## src/design/bcc_pkg.sv

```systemverilog
// Shared constants, codes and types for the button click classifier.
`default_nettype none
package bcc_pkg;

	// Default parameter values
	localparam int BUTTONS_DEF     = 2;
	localparam int COUNT_BITS_DEF  = 12;
	localparam int QUEUE_DEPTH_DEF = 4;

	// Configuration port
	localparam int CFG_BITS       = 12;
	localparam int CFG_INDEX_BITS = 2;

	localparam logic [CFG_INDEX_BITS-1:0] REG_DOUBLE_CLICK = 2'd0;
	localparam logic [CFG_INDEX_BITS-1:0] REG_LONG_PRESS   = 2'd1;
	localparam logic [CFG_INDEX_BITS-1:0] REG_VLONG_PRESS  = 2'd2;
	localparam logic [CFG_INDEX_BITS-1:0] REG_REPORT_EDGES = 2'd3;

	localparam logic [CFG_BITS-1:0] DOUBLE_CLICK_RST = 12'd10;
	localparam logic [CFG_BITS-1:0] LONG_PRESS_RST   = 12'd50;
	localparam logic [CFG_BITS-1:0] VLONG_PRESS_RST  = 12'd150;

	// Events per tick are capped
	localparam int MAX_RESULTS = 4;
	localparam int SENT_BITS   = $clog2(MAX_RESULTS);

	// Event codes
	localparam int CODE_BITS = 3;
	localparam logic [CODE_BITS-1:0] EV_PRESS   = 3'd0;
	localparam logic [CODE_BITS-1:0] EV_RELEASE = 3'd1;
	localparam logic [CODE_BITS-1:0] EV_CLICK   = 3'd2;
	localparam logic [CODE_BITS-1:0] EV_DOUBLE  = 3'd3;
	localparam logic [CODE_BITS-1:0] EV_LONG    = 3'd4;
	localparam logic [CODE_BITS-1:0] EV_VLONG   = 3'd5;

	// Tick-record queue status
	typedef struct packed {
		logic empty;
		logic full;
	} bcc_qstat_t;

endpackage
`default_nettype wire

```

## src/design/bcc_front.sv

```systemverilog
// Front end: debounce, per-button phase machines, builds one event record per accepted tick that has events.
`default_nettype none
module bcc_front #(
	parameter int BUTTONS    = bcc_pkg::BUTTONS_DEF,
	parameter int COUNT_BITS = bcc_pkg::COUNT_BITS_DEF
) (
	input  wire logic                                    clk,
	input  wire logic                                    arst_n,
	input  wire logic                                    accept,
	input  wire logic [BUTTONS-1:0]                      raw_levels,
	input  wire logic [bcc_pkg::CFG_BITS-1:0]            double_click_ticks,
	input  wire logic [bcc_pkg::CFG_BITS-1:0]            long_press_ticks,
	input  wire logic [bcc_pkg::CFG_BITS-1:0]            very_long_press_ticks,
	input  wire logic                                    report_edges,
	output logic                                         rec_push,
	output logic [2*BUTTONS-1:0]                         rec_vld,
	output logic [2*BUTTONS*bcc_pkg::CODE_BITS-1:0]      rec_codes
);
	import bcc_pkg::*;

	localparam int SLOTS    = 2 * BUTTONS;
	localparam int CMP_BITS = (COUNT_BITS > CFG_BITS) ? COUNT_BITS : CFG_BITS;

	// Phase codes
	localparam logic [1:0] PH_IDLE   = 2'd0;
	localparam logic [1:0] PH_CLICK  = 2'd1;
	localparam logic [1:0] PH_DOUBLE = 2'd2;
	localparam logic [1:0] PH_LONG   = 2'd3;

	logic [BUTTONS-1:0]    prev_q;
	logic [BUTTONS-1:0]    deb_q;
	logic [1:0]            phase_q [BUTTONS];
	logic [COUNT_BITS-1:0] hold_q  [BUTTONS];

	logic [BUTTONS-1:0]    level;
	logic [BUTTONS-1:0]    keys;
	logic [BUTTONS-1:0]    trig;
	logic [1:0]            phase_d [BUTTONS];
	logic [COUNT_BITS-1:0] hold_d  [BUTTONS];
	logic [CODE_BITS-1:0]  code_d  [SLOTS];

	// Debounce: take the sample only when it matches the previous one
	assign level = ~raw_levels;
	assign keys  = (level & prev_q) | ((level ^ prev_q) & deb_q);
	assign trig  = keys ^ deb_q;

	// Per-button classification, buttons are independent
	always_comb begin
		logic [COUNT_BITS-1:0] inc;
		logic [CMP_BITS-1:0]   hold_x;
		logic [CMP_BITS-1:0]   inc_x;
		inc    = '0;
		hold_x = '0;
		inc_x  = '0;
		rec_vld = '0;
		for (int n = 0; n < BUTTONS; n++) begin
			phase_d[n]    = phase_q[n];
			hold_d[n]     = hold_q[n];
			code_d[2*n]   = keys[n] ? EV_PRESS : EV_RELEASE;
			code_d[2*n+1] = EV_CLICK;
			inc    = hold_q[n] + 1'b1;
			hold_x = CMP_BITS'(hold_q[n]);
			inc_x  = CMP_BITS'(inc);
			if (keys[n]) begin
				if (trig[n]) begin
					rec_vld[2*n] = report_edges;
					if (phase_q[n] == PH_CLICK) begin
						if (hold_x < CMP_BITS'(double_click_ticks))
							phase_d[n] = PH_DOUBLE;
					end else begin
						phase_d[n] = PH_CLICK;
					end
					hold_d[n] = '0;
				end else if (phase_q[n] != PH_IDLE) begin
					hold_d[n] = inc;
					if (inc_x == CMP_BITS'(long_press_ticks)) begin
						phase_d[n]      = PH_LONG;
						rec_vld[2*n+1]  = 1'b1;
						code_d[2*n+1]   = EV_LONG;
					end else if (inc_x >= CMP_BITS'(very_long_press_ticks)) begin
						phase_d[n]      = PH_IDLE;
						rec_vld[2*n+1]  = 1'b1;
						code_d[2*n+1]   = EV_VLONG;
					end
				end
			end else begin
				if (trig[n]) begin
					rec_vld[2*n] = report_edges;
					if (phase_q[n] == PH_DOUBLE) begin
						phase_d[n]     = PH_IDLE;
						rec_vld[2*n+1] = 1'b1;
						code_d[2*n+1]  = EV_DOUBLE;
					end
					hold_d[n] = '0;
				end else if (phase_q[n] == PH_CLICK) begin
					hold_d[n] = inc;
					if (inc_x >= CMP_BITS'(double_click_ticks)) begin
						phase_d[n]     = PH_IDLE;
						rec_vld[2*n+1] = 1'b1;
						code_d[2*n+1]  = EV_CLICK;
					end
				end
			end
		end
	end

	// Pack codes into the record
	always_comb begin
		for (int s = 0; s < SLOTS; s++)
			rec_codes[CODE_BITS*s +: CODE_BITS] = code_d[s];
	end

	// Ticks with no event leave no record
	assign rec_push = accept && (|rec_vld);

	// State update on each accepted tick
	always_ff @(posedge clk or negedge arst_n) begin
		if (!arst_n) begin
			prev_q <= '0;
			deb_q  <= '0;
			for (int n = 0; n < BUTTONS; n++) begin
				phase_q[n] <= PH_IDLE;
				hold_q[n]  <= '0;
			end
		end else if (accept) begin
			prev_q <= level;
			deb_q  <= keys;
			for (int n = 0; n < BUTTONS; n++) begin
				phase_q[n] <= phase_d[n];
				hold_q[n]  <= hold_d[n];
			end
		end
	end

endmodule
`default_nettype wire

```

## src/design/bcc_queue.sv

```systemverilog
// Short first-word-fall-through queue of tick records between front and back.
`default_nettype none
module bcc_queue #(
	parameter int WIDTH = 8,
	parameter int DEPTH = bcc_pkg::QUEUE_DEPTH_DEF
) (
	input  wire logic             clk,
	input  wire logic             arst_n,
	input  wire logic             push,
	input  wire logic [WIDTH-1:0] wdata,
	input  wire logic             pop,
	output logic [WIDTH-1:0]      rdata,
	output bcc_pkg::bcc_qstat_t   stat
);
	import bcc_pkg::*;

	localparam int PTR_BITS = (DEPTH > 1) ? $clog2(DEPTH) : 1;
	localparam int CNT_BITS = $clog2(DEPTH + 1);

	logic [WIDTH-1:0]    mem_q [DEPTH];
	logic [PTR_BITS-1:0] wptr_q;
	logic [PTR_BITS-1:0] rptr_q;
	logic [CNT_BITS-1:0] count_q;

	assign stat.empty = (count_q == '0);
	assign stat.full  = (count_q == CNT_BITS'(DEPTH));
	assign rdata      = mem_q[rptr_q];

	// Storage
	always_ff @(posedge clk) begin
		if (push)
			mem_q[wptr_q] <= wdata;
	end

	// Pointers and fill count
	always_ff @(posedge clk or negedge arst_n) begin
		if (!arst_n) begin
			wptr_q  <= '0;
			rptr_q  <= '0;
			count_q <= '0;
		end else begin
			if (push)
				wptr_q <= (wptr_q == PTR_BITS'(DEPTH - 1)) ? '0 : wptr_q + 1'b1;
			if (pop)
				rptr_q <= (rptr_q == PTR_BITS'(DEPTH - 1)) ? '0 : rptr_q + 1'b1;
			if (push && !pop)
				count_q <= count_q + 1'b1;
			else if (pop && !push)
				count_q <= count_q - 1'b1;
		end
	end

endmodule
`default_nettype wire

```

## src/design/bcc_back.sv

```systemverilog
// Back end: walks a tick record and issues its events one per cycle into the output register while free or popped.
`default_nettype none
module bcc_back #(
	parameter int BUTTONS = bcc_pkg::BUTTONS_DEF
) (
	input  wire logic                                clk,
	input  wire logic                                arst_n,
	input  wire logic                                head_valid,
	input  wire logic [2*BUTTONS-1:0]                head_vld,
	input  wire logic [2*BUTTONS*bcc_pkg::CODE_BITS-1:0] head_codes,
	output logic                                     head_pop,
	input  wire logic                                pop,
	output logic                                     empty,
	output logic                                     button_index,
	output logic [bcc_pkg::CODE_BITS-1:0]            event_code,
	output logic                                     last_of_tick
);
	import bcc_pkg::*;

	localparam int SLOTS     = 2 * BUTTONS;
	localparam int SLOT_BITS = $clog2(SLOTS);

	logic                 out_vld_q;
	logic [SLOTS-1:0]     taken_q;
	logic [SENT_BITS-1:0] sent_q;

	logic [SLOTS-1:0]     rem;
	logic [SLOTS-1:0]     low;
	logic [SLOTS-1:0]     rem_after;
	logic [SLOT_BITS-1:0] idx;
	logic                 load;
	logic                 is_last;

	// Next event: lowest slot not yet issued
	assign rem       = head_vld & ~taken_q;
	assign low       = rem & (~rem + 1'b1);
	assign rem_after = rem & ~low;

	always_comb begin
		idx = '0;
		for (int s = 0; s < SLOTS; s++)
			if (low[s])
				idx = SLOT_BITS'(s);
	end

	assign is_last  = (rem_after == '0) || (sent_q == SENT_BITS'(MAX_RESULTS - 1));
	assign load     = head_valid && (!out_vld_q || pop);
	assign head_pop = load && is_last;
	assign empty    = !out_vld_q;

	// Walk state within the head record
	always_ff @(posedge clk or negedge arst_n) begin
		if (!arst_n) begin
			taken_q   <= '0;
			sent_q    <= '0;
			out_vld_q <= 1'b0;
		end else begin
			if (load) begin
				out_vld_q <= 1'b1;
				if (is_last) begin
					taken_q <= '0;
					sent_q  <= '0;
				end else begin
					taken_q <= taken_q | low;
					sent_q  <= sent_q + 1'b1;
				end
			end else if (pop) begin
				out_vld_q <= 1'b0;
			end
		end
	end

	// Output register payload
	always_ff @(posedge clk) begin
		if (load) begin
			button_index <= 1'(idx >> 1);
			event_code   <= head_codes[CODE_BITS*idx +: CODE_BITS];
			last_of_tick <= is_last;
		end
	end

endmodule
`default_nettype wire

```

## src/design/button_click_classifier.sv

```systemverilog
// Top level of the button click classifier: config registers, front, record queue, back.
//
//  channel  | handshake       | payload
//  ---------+-----------------+---------------------------------------------
//  ticks in | push / full     | raw_levels
//  events   | empty / pop     | button_index, event_code, last_of_tick
//  config   | cfg_we          | cfg_index, cfg_data
//
// A tick is classified in the cycle it is accepted; a new tick can enter every
// cycle while the record queue has room. The back end issues one event per
// cycle while its output register is free or popped; ticks with no event never
// reach it; a record carries 1 to 4 events. full rises when the record queue
// holds QUEUE_DEPTH ticks. Reset clears debounce state, phases, counters, queue
// and the output valid flag, and loads the configuration defaults.
`default_nettype none
module button_click_classifier #(
	parameter int BUTTONS     = bcc_pkg::BUTTONS_DEF,
	parameter int COUNT_BITS  = bcc_pkg::COUNT_BITS_DEF,
	parameter int QUEUE_DEPTH = bcc_pkg::QUEUE_DEPTH_DEF
) (
	input  wire logic                               clk,
	input  wire logic                               arst_n,
	input  wire logic                               cfg_we,
	input  wire logic [bcc_pkg::CFG_INDEX_BITS-1:0] cfg_index,
	input  wire logic [bcc_pkg::CFG_BITS-1:0]       cfg_data,
	input  wire logic                               push,
	output logic                                    full,
	input  wire logic [BUTTONS-1:0]                 raw_levels,
	output logic                                    empty,
	input  wire logic                               pop,
	output logic                                    button_index,
	output logic [bcc_pkg::CODE_BITS-1:0]           event_code,
	output logic                                    last_of_tick
);
	import bcc_pkg::*;

	localparam int SLOTS    = 2 * BUTTONS;
	localparam int REC_BITS = SLOTS + SLOTS * CODE_BITS;

	logic [CFG_BITS-1:0] double_click_q;
	logic [CFG_BITS-1:0] long_press_q;
	logic [CFG_BITS-1:0] vlong_press_q;
	logic                report_edges_q;

	logic                       accept;
	logic                       q_push;
	logic                       q_pop;
	logic [SLOTS-1:0]           rec_vld;
	logic [SLOTS*CODE_BITS-1:0] rec_codes;
	logic [REC_BITS-1:0]        head;
	bcc_qstat_t                 qstat;

	// Configuration registers
	always_ff @(posedge clk or negedge arst_n) begin
		if (!arst_n) begin
			double_click_q <= DOUBLE_CLICK_RST;
			long_press_q   <= LONG_PRESS_RST;
			vlong_press_q  <= VLONG_PRESS_RST;
			report_edges_q <= 1'b0;
		end else if (cfg_we) begin
			unique case (cfg_index)
				REG_DOUBLE_CLICK: double_click_q <= cfg_data;
				REG_LONG_PRESS:   long_press_q   <= cfg_data;
				REG_VLONG_PRESS:  vlong_press_q  <= cfg_data;
				REG_REPORT_EDGES: report_edges_q <= cfg_data[0];
			endcase
		end
	end

	assign full   = qstat.full;
	assign accept = push && !qstat.full;

	bcc_front #(
		.BUTTONS    (BUTTONS),
		.COUNT_BITS (COUNT_BITS)
	) u_front (
		.clk                   (clk),
		.arst_n                (arst_n),
		.accept                (accept),
		.raw_levels            (raw_levels),
		.double_click_ticks    (double_click_q),
		.long_press_ticks      (long_press_q),
		.very_long_press_ticks (vlong_press_q),
		.report_edges          (report_edges_q),
		.rec_push              (q_push),
		.rec_vld               (rec_vld),
		.rec_codes             (rec_codes)
	);

	bcc_queue #(
		.WIDTH (REC_BITS),
		.DEPTH (QUEUE_DEPTH)
	) u_queue (
		.clk    (clk),
		.arst_n (arst_n),
		.push   (q_push),
		.wdata  ({rec_codes, rec_vld}),
		.pop    (q_pop),
		.rdata  (head),
		.stat   (qstat)
	);

	bcc_back #(
		.BUTTONS (BUTTONS)
	) u_back (
		.clk          (clk),
		.arst_n       (arst_n),
		.head_valid   (!qstat.empty),
		.head_vld     (head[SLOTS-1:0]),
		.head_codes   (head[REC_BITS-1:SLOTS]),
		.head_pop     (q_pop),
		.pop          (pop),
		.empty        (empty),
		.button_index (button_index),
		.event_code   (event_code),
		.last_of_tick (last_of_tick)
	);

`ifndef SYNTHESIS
	// Record queue never claims to be empty and full at once
	a_qstat: assert property (@(posedge clk) disable iff (!arst_n)
		!(qstat.empty && qstat.full))
		else $error("record queue empty and full together");

	// Front never pushes a record into a full queue
	a_no_overflow: assert property (@(posedge clk) disable iff (!arst_n)
		!(q_push && qstat.full))
		else $error("record pushed into full queue");

	// Back never retires a record that is not there
	a_no_underflow: assert property (@(posedge clk) disable iff (!arst_n)
		!(q_pop && qstat.empty))
		else $error("record popped from empty queue");

	// A record retired by the back end leaves a result in the output register
	a_pop_gives_result: assert property (@(posedge clk) disable iff (!arst_n)
		q_pop |=> !empty)
		else $error("record retired without a result");
`endif

endmodule
`default_nettype wire
```

## config.mk

```make
export PLATFORM = sky130hd
export DESIGN_NAME = button_click_classifier
export DESIGN_NICKNAME = d
export VERILOG_FILES = /design/src/design/bcc_pkg.sv /design/src/design/bcc_front.sv /design/src/design/bcc_queue.sv /design/src/design/bcc_back.sv /design/src/design/button_click_classifier.sv
export SDC_FILE = /design/constraint.sdc
export NUM_CORES = 1
export LEC_CHECK = 0
export ABC_AREA = 1
export BUFFER_PORTS_ARGS = -buffer_cell sky130_fd_sc_hd__buf_2
export CAP_MARGIN = 20
export CELL_PAD_IN_SITES_DETAIL_PLACEMENT = 0
export CELL_PAD_IN_SITES_GLOBAL_PLACEMENT = 1
export CORE_UTILIZATION = 48
export DETAILED_ROUTE_END_ITERATION = 16
export PLACE_DENSITY = 0.76
export REMOVE_ABC_BUFFERS = 1
export SYNTH_ARGS = -nofsm -noshare
export SYNTH_HDL_FRONTEND = slang
export SYNTH_SLANG_ARGS = --single-unit
```

## constraint.sdc

```tcl
create_clock -name clk -period 4.27 [get_ports clk]
set_clock_uncertainty 0.15 [all_clocks]
set_input_delay 0.854 -clock clk [delete_from_list [all_inputs] [get_ports clk]]
set_output_delay 0.854 -clock clk [all_outputs]
set_load 0.01 [all_outputs]
```

---- Yosys cells after proc, flatten, opt, wreduce, memory -nomap -nowiden ----
Memories as Yosys holds them, arrays and structs flattened.
Index checks and enable logic that the tools add are counted.
storage, ports and cells
  memories ................................ 1
  flip-flop bits (word level) ............. 88
  memory bits (writable) .................. 48
  input port bits ......................... 21
  word-level logic and storage cells ...... 184
memories
  name           depth  bits a word  rd ports  clocked after Yosys merged registers in  write ports  RTL line         text
  u_queue.mem_q  4      12           1         0                                        1            bcc_queue.sv:20  logic [WIDTH-1:0] mem_q [DEPTH];
cells by class
  equal/unequal tests ..................... 21
  magnitude comparators ................... 6
  add/subtract/negate cells ............... 8
  shifts and indexed selects .............. 1
  reduce and logical (&&, ||, !) cells .... 33
  bitwise operators ....................... 13
  multiplexer cells ....................... 81
  multiply operators ...................... 1
operators by type and width
  kind                   count
  $mux 12                10
  $mux 2                 29
  $ge 12x12->1           4
  $mux 3                 12
  $mux 1                 29
  $add 12x1->12 const B  2
  $eq 12x12->1           2
  $lt 12x12->1           2
  $ne 4x4->1 const B     4
  $eq 2x2->1 const B     7
  $reduce_and 7->1       2
  $and 4x4->4            3
  $not 4->4              3
  $reduce_bool 3->1      4
  $shiftx 12x5->3        1
  $reduce_and 2->1       4
  $reduce_bool 2->1      4
  $add 2x1->2 const B    3
  $eq 2x1->1 const B     3
  $logic_and 1x1->1      6
  $ne 3x2->1 const B     2
  $ne 3x3->1 const B     2
  $reduce_and 3->1       2
  $logic_not 1->1        5
  other kinds (16)       19

---- Logic depth before layout (Yosys ltp) ----
  depth in word-level cells ............... 13
  depth in mapped cells ................... 25
  mapped depth without buffers ............ 25

---- Modules after synthesis ----
From an unflattened synthesis, not the netlist that was laid out.
unflattened totals
  cell total of the unflattened synthesis .. 1,157
  area total of the unflattened synthesis .. 9,724.3 µm²
modules (own cells, without submodules)
  module                   cells each  area each (µm²)  instances
  bcc_front                654         4,389.2          1
  bcc_queue                238         2,985.4          1
  button_click_classifier  172         1,569.0          1
  bcc_back                 93          780.7            1

---- Worst setup path after synthesis ----
No wires, ideal clock.
  path kind ............................... input -> register
  start point ............................. in raw_levels[0]
  end point ............................... reg u_queue.count_q[2]
  slack ................................... 262 ps
  stages on the path ...................... 19
  arrival ................................. 3,728 ps
  buffers on the path ..................... 1
  path through ............................ inv_1 ha_1 a21oi_1 inv_1 ha_1 inv_1 clkbuf_1 nand3_1 nand2_1 nand2_1 nand3_2 o21bai_4 inv_1 ha_1 inv_1 fa_1 a21oi_1 o21ai_0 xor2_1
on the way
  longest elaborated chain between the ends .. 12
  elaborated cells between the ends (all ways) .. 17
ends and longest elaborated chain
  what                                RTL line                          text
  from (decl)                         button_click_classifier.sv:28     input wire logic [BUTTONS-1:0] raw_levels,
  $not 2->2 (*)                       bcc_front.sv:43                   assign level = ~raw_levels;
  $xor 2x2->2                         bcc_front.sv:44                   assign keys = (level & prev_q) | ((level ^ prev_q) & deb_q);
  $and 2x2->2                         bcc_front.sv:44
  $or 2x2->2 (*)                      bcc_front.sv:44
  via u_front.keys[0]                 bcc_front.sv:36                   logic [BUTTONS-1:0] keys;
  $xor 2x2->2                         bcc_front.sv:45                   assign trig = keys ^ deb_q;
  $mux 1 (on tied branches)           bcc_front.sv:65, bcc_front.sv:87
  $mux 2 (*)                          bcc_front.sv:64                   if (keys[n]) begin
  $reduce_or 4->1 (*)                 bcc_front.sv:114                  assign rec_push = accept && (|rec_vld);
  $logic_and 1x1->1 (*)               bcc_front.sv:114
  via q_push                          button_click_classifier.sv:46     logic q_push;
  $logic_not 1->1                     bcc_queue.sv:48                   else if (pop && !push)
  $logic_and 1x1->1                   bcc_queue.sv:48
  $reduce_bool 2->1 (no source line)  --
  to (signal assigned)                bcc_queue.sv:47                   count_q <= count_q + 1'b1;
  to (signal assigned)                bcc_queue.sv:49                   count_q <= count_q - 1'b1;
  to (decl)                           bcc_queue.sv:23                   logic [CNT_BITS-1:0] count_q;
Mark *: on every way through the listed nets, which the timed path passes. The rest lies on a longest branch.
A chain may end at the register's enable or synchronous reset.

---- Worst setup path after layout ----
  start point ............................. reg u_front.hold_q[12] in the netlist's numbering
  end point ............................... mem u_queue.mem_q[0][5] in the netlist's numbering, enable pin
on the way
  longest elaborated chain between the ends .. 11
  elaborated cells between the ends (all ways) .. 16
ends and longest elaborated chain
  what                               RTL line          text
  from (decl)                        bcc_front.sv:33   logic [COUNT_BITS-1:0] hold_q [BUTTONS];
  from (signal, indexed assignment)  bcc_front.sv:130  hold_q[n] <= hold_d[n];
  $add 12x1->12 (*)                  bcc_front.sv:61   inc = hold_q[n] + 1'b1;
  $ge 12x12->1                       bcc_front.sv:80   end else if (inc_x >= CMP_BITS'(very_long_press_ticks)) begin
  $mux 1                             bcc_front.sv:80
  $mux 1                             bcc_front.sv:76   if (inc_x == CMP_BITS'(long_press_ticks)) begin
  $mux 1                             bcc_front.sv:74   end else if (phase_q[n] != PH_IDLE) begin
  $mux 1                             bcc_front.sv:65   if (trig[n]) begin
  $mux 2 (*)                         bcc_front.sv:64
  $reduce_or 4->1 (*)                bcc_front.sv:114
  $logic_and 1x1->1 (*)              bcc_front.sv:114
  $mux 1 (*)                         bcc_queue.sv:31   if (push)
  $mux 1 (implied by the code) (*)   bcc_queue.sv:32   mem_q[wptr_q] <= wdata;
  to (decl)                          bcc_queue.sv:20
Every way passes the cells marked *; elsewhere a longest branch is shown, timed or not.

==> flow_metrics.tcl <==
set metrics [dict create \
    startpoint_type "flip-flop" \
    drive_above_1_share_pct 12.9 \
    layoutNonFillerInstCount 1300 \
    path_clk_slew_ns 0.06 \
    clk_latency_ns 0.43 \
    finalSetupViolCount 0 \
    finalHoldViolations 0 \
    drtIter0Drc 309 \
    routedWlPerCell_microns 16.0 \
    hold_buffers 0 \
    finalMaxSlewViolations 0 \
    fp.dieW_microns 135 \
    worstPathArrival_ns 3.84 \
    via_count 6693 \
    drc_errors 0 \
    synth_commonest_cells "205 x nand2_1, 145 x inv_1, 101 x o21ai_0" \
    finalWorstPathRequiredPeriod_ns 3.95 \
    p_per_area_nw_per_um2 681 \
    reg2regPathDepth 17 \
    h-tree-depth 4 \
    ys_seq_area_share_pct 43.5 \
    hp-class "primary input to async pin" \
    clock.fmax_mhz 253 \
    die_y_microns 135 \
    cts_tree "done" \
    routed_wl_microns 20800 \
    run_status "finished, final reports clean" \
    cp-end-kind "flip-flop" \
    crit_start "u_front.hold_q[12]" \
    path_class "flip-flop to flip-flop" \
    gp_congestion 0.863 \
    crit_fanout 12 \
    via_per_inst 5.15 \
    synthTopCellsByArea "dfrtp_1 22%, edfxtp_1 19%, ha_1 13%, nand2_1 9.1%, inv_1 6.4%" \
    antenna_cells 0 \
    first_global_vias 6625 \
    rows 48 \
    io_pins 28 \
    rrSetupSlack_ns 0.32 \
    cts_buffer_depth 2 \
    firstDrtPassIters 5 \
    swShare_pct 43.3 \
    ys_seq_elements 136 \
    r2r-start "u_front.hold_q[12]" \
    max_slew_margin_pct 25.8 \
    final_util_pct 55.4 \
    leakage_nw 4.66 \
    final_nets 1169 \
    yosysWarnings 0 \
    p_seq_share_pct 31.3 \
    peakVddDrop_uv 435 \
    synth.most_common_cell "nand2_1" \
    r2r-end "u_queue.mem_q[0][5]" \
    post-route-period-util_pct 92.6 \
    synth_area_sq_um 8460 \
    filler_cell_count 1641 \
    ant_nets 0 \
    numCtsBuffers 17 \
    core_sq_um 17200 \
    port_buffers 27 \
    p_sw_mw 2.82 \
    gr-total-overflow 0 \
    async_flop_share_pct 61.0 \
    internal-power_mw 3.69 \
    synth_largest_area_cell "dfrtp_1" \
    antenna_found_initial 0 \
    ys_types 47 \
    syn_avg_cell_area_sq_um 8.34 \
    maxCapViolCount 0 \
    die-area_sq_um 18200 \
    grt_setup_unrepaired "no" \
    synth_cells 1014 \
    synth_top_area_share_pct 21.9 \
    dp_hpwl_microns 15900 \
    clkPwrFrac_pct 22.8 \
    grt_max_degree 74 \
    root_buffer "clkbuf_16" \
    required_ns 4.16 \
    dp_cells 1267 \
    cts_setup_buffers 0 \
    worstMarginPinSlew_ns 1.11 \
    cts_sinks 136 \
    synth_edf_count 53 \
    setup_tns_ns 0 \
    initial_core_util_pct 49.1 \
    grt_pass1_wl_microns 34100 \
    ctsResizeCount 0 \
    combinationalPowerShare_pct 45.9 \
    ys.flop_type "dfrtp_1" \
    syn2layout_area_growth_pct 13.0 \
    grt_use_total_pct 24.9 \
]
[registers in the layout, indices dropped and copies added, names as in the netlist, 3 cells and up]
register           cells
u_queue.mem_q         48
u_front.hold_q        24
double_click_q        12
long_press_q          12
vlong_press_q         12
u_back.taken_q         4
u_front.phase_q        4
u_back.event_code      3
u_queue.count_q        3
[logic make-up (layout without fill, tap and decap cells)]
kind of cell	Yosys count	count (layout)	synth area share (%)
buffers and inverters	170	231	7.64
AO/OA/AOI/OAI	187	187	12.5
XOR/XNOR	4	4	0.414
adder cells (fa/ha/maj)	86	86	12.8
AND/OR/NAND/NOR	431	431	23.2
flip-flops	136	136	43.5
[layer usage]
metal	track usage (%)	vias to the layer above	wire, microns
met3	4.13	22	478
met2	44.9	84	10500
li1	-	3495	-
met4	7.12	0	268
met1	30.6	3092	9490
met5	0	-	0
[layout make-up]
| class | instances | area (sq um) | share of cell area [%] |
|---|---|---|---|
| sequential | 136 | 3680 | 38.5 |
| tap | 225 | 282 | 2.95 |
| timing repair buffer | 45 | 293 | 3.06 |
| inverter | 154 | 579 | 6.06 |
| clock buffer | 19 | 443 | 4.64 |
| multi-input combinational | 708 | 4130 | 43.3 |
| clock inverter | 13 | 145 | 1.52 |
[worst max-delay path, cell delays in order, from the launching register on]
cell	delay, ns
dfrtp_1	0.49
ha_1	0.24
nand2_1	0.13
nor2_2	0.19
nand3_1	0.11
nand2_1	0.12
inv_1	0.08
ha_1	0.27
nand2_1	0.06
nor2_1	0.18
nand3_1	0.10
nand4_1	0.17
nand3_1	0.09
nand2_1	0.07
nand2_1	0.08
nand3_2	0.11
o21bai_4	0.09
nor2_1	0.84
[through the flow]
step	cell area, sq um	hold WS [ns]	total power, mW	setup WS, ns
final	9560	0.221	6.51	0.318
after global routing	9560	0.237	7.07	0.0164
after CTS	9520	0.339	6.56	0.260
after detailed placement	8940	0.323	5.05	0.260
after global placement	8940	0.316	5.02	0.345
after floorplan	8390	0.303	4.07	0.285
[power groups by stage]
| stage | Combinational (mW) | Sequential (mW) | Clock, mW |
|---|---|---|---|
| 5_1_grt | 3.42 | 2.09 | 1.56 |
| 6_report | 2.98 | 2.04 | 1.48 |
| 3_5_place_dp | 2.99 | 2.06 | 0 |
| 3_3_place_gp | 2.97 | 2.06 | 0 |
| 4_1_cts | 3.02 | 2.04 | 1.51 |
| 2_1_floorplan | 2.08 | 1.99 | 0 |
[cells in the final DEF, fill, tap and decap left out, types with 18 or more instances in the layout]
cell        n
dfrtp_1    74
edfxtp_1   53
o22ai_1    19
nand2_1   205
inv_1     145
nor2_1     82
nand3_1    77
o21ai_0   101
ha_1       85
buf_2      26
buf_4      18
a21oi_1    35
nand2_2    22
[how the worst max path moves through the flow]
stage / to / slack [ns] / cells past startpoint
5_1_grt: u_queue.mem_q[0][5] / 0.02 / 16
4_1_cts: u_queue.count_q[1] / 0.26 / 23
3_3_place_gp: u_queue.mem_q[0][11] / 0.35 / 11
6_report: u_queue.mem_q[0][5] / 0.32 / 17
3_5_place_dp: u_queue.mem_q[2][5] / 0.26 / 11
2_1_floorplan: u_queue.count_q[2] / 0.29 / 18
Note: power is estimated with default switching activity, not from simulation.
